[src/gf64_pkg.sv]
// Package for the GF(2^64) multiplier: widths, cell sizing and the cell payload type.
// Used by the interfaces, the multiply/fold cell and the top level. No dependencies.
`default_nettype none

package gf64_pkg;

   localparam int DataWidth = 64;
   localparam int PolyWidth = 32;
   localparam int AccWidth  = 2 * DataWidth;
   localparam int CellBits  = 8;

   localparam logic [PolyWidth-1:0] PolyReset = PolyWidth'(27);

   typedef struct packed {
      logic [DataWidth-1:0] src;
      logic [DataWidth-1:0] coef;
      logic [AccWidth-1:0]  acc;
   } cell_data_type;

endpackage

`default_nettype wire

[src/gf64_cell.sv]
// One cell of the multiply/fold chain: XORs a few shifted copies of src into the accumulator.
// Depends on gf64_pkg for the payload type and widths.
`default_nettype none

module gf64_cell import gf64_pkg::*; #(
   parameter int CELL_BITS = CellBits,
   parameter int BASE      = 0
) (
   input  wire logic          clock,
   input  wire logic          reset,
   input  wire logic          in_valid,
   output logic               in_ready,
   input  wire cell_data_type in_data,
   output logic               out_valid,
   input  wire logic          out_ready,
   output cell_data_type      out_data
);

   logic          valid_ff;
   logic          valid_in;
   cell_data_type data_ff;
   cell_data_type data_in;
   logic [AccWidth-1:0] src_wide;

   assign in_ready  = !valid_ff || out_ready;
   assign out_valid = valid_ff;
   assign out_data  = data_ff;
   assign src_wide  = {{(AccWidth-DataWidth){1'b0}}, in_data.src};

   always_comb begin
      data_in = in_data;
      for (int j = 0; j < CELL_BITS; j++) begin
         if (in_data.coef[BASE+j]) begin
            data_in.acc = data_in.acc ^ (src_wide << (BASE + j));
         end
      end
   end

   assign valid_in = in_ready ? in_valid : valid_ff;

   always_ff @(posedge clock) begin
      if (reset) begin
         valid_ff <= 1'b0;
      end else begin
         valid_ff <= valid_in;
      end
   end

   always_ff @(posedge clock) begin
      if (in_valid && in_ready) begin
         data_ff <= data_in;
      end
   end

endmodule

`default_nettype wire

[config.mk]
export PLATFORM = sky130hd
export DESIGN_NAME = gf64_cell
export DESIGN_NICKNAME = d
export VERILOG_FILES = /design/src/gf64_pkg.sv /design/src/gf64_cell.sv
export SDC_FILE = /design/constraint.sdc
export NUM_CORES = 1
export LEC_CHECK = 0
export CELL_PAD_IN_SITES_DETAIL_PLACEMENT = 0
export CELL_PAD_IN_SITES_GLOBAL_PLACEMENT = 1
export CORE_MARGIN = 10
export CORE_UTILIZATION = 45
export CTS_CLUSTER_DIAMETER = 30
export DETAILED_ROUTE_END_ITERATION = 10
export DONT_BUFFER_PORTS = 1
export GPL_ROUTABILITY_DRIVEN = 1
export MAX_ROUTING_LAYER = met4
export PLACE_DENSITY_LB_ADDON = 0.1
export SETUP_SLACK_MARGIN = 0.5
export SLEW_MARGIN = 40
export SYNTH_ARGS = -nofsm -noshare
export SYNTH_HDL_FRONTEND = slang
export SYNTH_SLANG_ARGS = --single-unit
export TNS_END_PERCENT = 1
[constraint.sdc]
create_clock -name clock -period 8.7 [get_ports clock]
set_clock_uncertainty 0.1 [all_clocks]
set_input_delay 2.175 -clock clock [delete_from_list [all_inputs] [get_ports clock]]
set_output_delay 2.175 -clock clock [all_outputs]
set_load 0.005 [all_outputs]
==> flow_metrics.py <==
metrics = {
    "synth": {
        "synth.net_count": 1608,
        "synth_mux_area_frac": 0,
        "ys_ff_latch": 257,
        "ys_seq_area_frac": 0.5107,
        "avgSynthCellArea_um2": 11.20,
        "synth_compound_area_frac": 0.0003316,
        "synth_warnings": 0,
        "syn_area_um2": 15090,
        "yosys.area_share.simple": 0.1325,
        "yosysUniqueCellTypes": 15,
        "synthCells": 1348,
        "synth-xor-area-share": 0.3160,
        "synth_top_family_by_area": "XOR/XNOR gates",
        "yosys.area_share.adder": 0,
    },
    "route": {
        "initialDrtViolationCount": 585,
        "wl_per_cell_um": 26.17,
        "firstDrtPassIters": 5,
        "ant_nets": 0,
        "vias": 8947,
        "viasPerCell": 5.029,
        "drc": 0,
        "wirelength_um": 46560,
    },
    "sta": {
        "max-slew-margin-rel": 0.4571,
        "setup_viol": 0,
        "rsz0062_at_grt": "false",
        "slew_viol_final": 0,
        "period_share": 0.5313,
        "finalHoldViolCount": 0,
        "fin_hold_ws_ns": 0.4870,
        "clock.fmax_mhz": 216.4,
        "period_minus_slack_ns": 4.622,
        "setup_tns_ns": 0,
        "worst_pin_slew_ns": 0.8143,
    },
    "floorplan": {
        "die_area_um2": 41260,
        "die_h_um": 203.1,
        "start_util": 0.4535,
        "fp-row-count": 67,
        "die_x_um": 203.1,
        "core-area_um2": 33280,
        "ios": 518,
    },
    "run_status": {
        "status": "completed",
    },
    "global_route": {
        "grt_pass1_wl_um": 66610,
        "antenna_found_initial": 1,
        "grt_pass1_vias": 8936,
        "gr-total-overflow": 0,
        "grt_usage": 0.2225,
        "grt_max_degree": 139,
    },
    "clocking": {
        "cts_max_path_buffers": 3,
        "cts_sinks": 257,
        "worstSkewPairLatency_ns": 0.57,
        "ctsHoldBuffers": 0,
        "path_clk_slew_ns": 0.05,
        "cts.repair.resized": 0,
        "root_buffer": "clkbuf_16",
        "post_cts_buffers": 0,
        "htree_num_levels": 2,
        "cts_buffers": 53,
        "cts_tree": "built",
    },
    "critical_path": {
        "cp_cell_sequence": "nand2b_1",
        "arrival_ns": 2.35,
        "path_buf_inv": 0,
        "critical_path.max_stage_delay_ns": 0.17,
        "start_kind": "primary input",
        "cpLargestDelayFamily": "simple AND/OR/NAND/NOR gates",
        "path_class": "in2out",
        "cpMaxStageDelayCell": "nand2b_1",
        "worstPathMaxFanout": 3,
        "worstSetupEndpointType": "primary output",
        "cp.required_ns": 6.43,
    },
    "job": {
        "cap_violations": 0,
    },
    "power_and_ir_drop": {
        "p_clk_frac": 0.484,
        "power_density_nw_per_um2": 252.7,
        "power_uw": 4284,
        "p_seq_frac": 0.388,
        "comb_power_share": 0.128,
        "p_sw_frac": 0.2435,
        "power_leakage_uw": 0.006447,
        "p_int_uw": 3241,
        "p_sw_uw": 1043,
        "ir_worst_vdd_mv": 0.1442,
    },
    "finish": {
        "nNetsFinal": 1546,
        "fin_area_um2": 16950,
        "drive_above_1_share": 0.09166,
        "fillers": 2908,
        "n_antenna_cell": 0,
        "seq_area_um2": 7707,
        "multi_input_area_um2": 6777,
        "area_growth_pct": 12.34,
    },
    "placed_design": {
        "port_buffers": 0,
        "post-dp-hpwl_um": 31440,
        "place_area_um2": 15080,
        "gp_congestion": 0.8662,
    },
    "min_path": {
        "hp-class": "reg2reg",
    },
}
-- power groups by stage --
stage | clock network [µW] | logic [µW] | registers, µW
after floorplan | 0 | 558 | 1630
after global placement | 0 | 545 | 1690
after detailed placement | 0 | 555 | 1690
after CTS | 2110 | 559 | 1670
after global routing | 2180 | 603 | 1670
final | 2070 | 549 | 1660
-- flip-flops by register name, summed over array words and instances, names as in the netlist --
name and cells:
out_data 256, out_valid 1
-- cell usage after synthesis --
cell type,count,share of area
nand2b_1,1,0.00041
clkbuf_1,53,0.013
buf_6,13,0.0097
and2_1,1,0.00041
a21oi_1,1,0.00033
buf_2,47,0.016
xnor2_1,321,0.19
edfxtp_1,256,0.51
inv_1,1,0.00025
xnor3_1,57,0.085
buf_1,7,0.0017
xor2_1,77,0.045
nand2_2,26,0.011
nand2_1,486,0.12
dfxtp_1,1,0.0013
-- cell families after synthesis --
kind of cell    count (synthesis)
simple gates                  514
xor+xnor                      455
flops                         257
buf+inv                       121
compound gates                  1
-- routing by layer --
metal,routed length [µm],up-vias,track usage
met1,18120,4346,0.2572
met2,22880,374,0.3577
met4,1159,0,0.06501
met3,4393,59,0.08202
li1,-,4168,-
met5,0,-,-
-- cells in the final DEF, fill, tap and decap left out, types with 4 or more instances in the layout --
| cell type | n |
|---|---|
| clkinv_2 | 6 |
| inv_8 | 4 |
| clkbuf_1 | 4 |
| clkinv_1 | 4 |
| xor2_1 | 77 |
| nand2_2 | 26 |
| clkinv_4 | 8 |
| clkinvlp_4 | 5 |
| xnor2_1 | 321 |
| inv_6 | 7 |
| clkbuf_16 | 53 |
| xnor3_1 | 57 |
| bufinv_16 | 7 |
| nand2_1 | 486 |
| edfxtp_1 | 256 |
-- worst paths after layout --
path | depth (start not counted) | startpoint | slack, ns | to
worst max-delay path | 1 | out_ready | 4.08 | in_ready
worst min-delay path | 2 | out_valid | 0.49 | out_valid
worst max register to register | 4 | out_valid | 6.05 | out_data[190]
worst min register to register | 2 | out_valid | 0.49 | out_valid
-- per-stage QoR --
step	setup slack [ns]	utilization	std cells
final	4.078	0.5094	1779
after global placement	4.075	0.4532	1679
after detailed placement	4.075	0.4532	1679
after global routing	4.064	0.5094	1779
after floorplan	2.682	-	1348
after CTS	4.075	0.5094	1779
-- area by class of cell --
class	instances	area share
repair buffers	3	0.002066
flip-flops and latches	257	0.4546
clock buffers	57	0.07911
multi-input cells	970	0.3997
clock inverters	43	0.03122
inverters	1	0.0002214
well taps	448	0.03306
(Power assumes the default switching activity.)
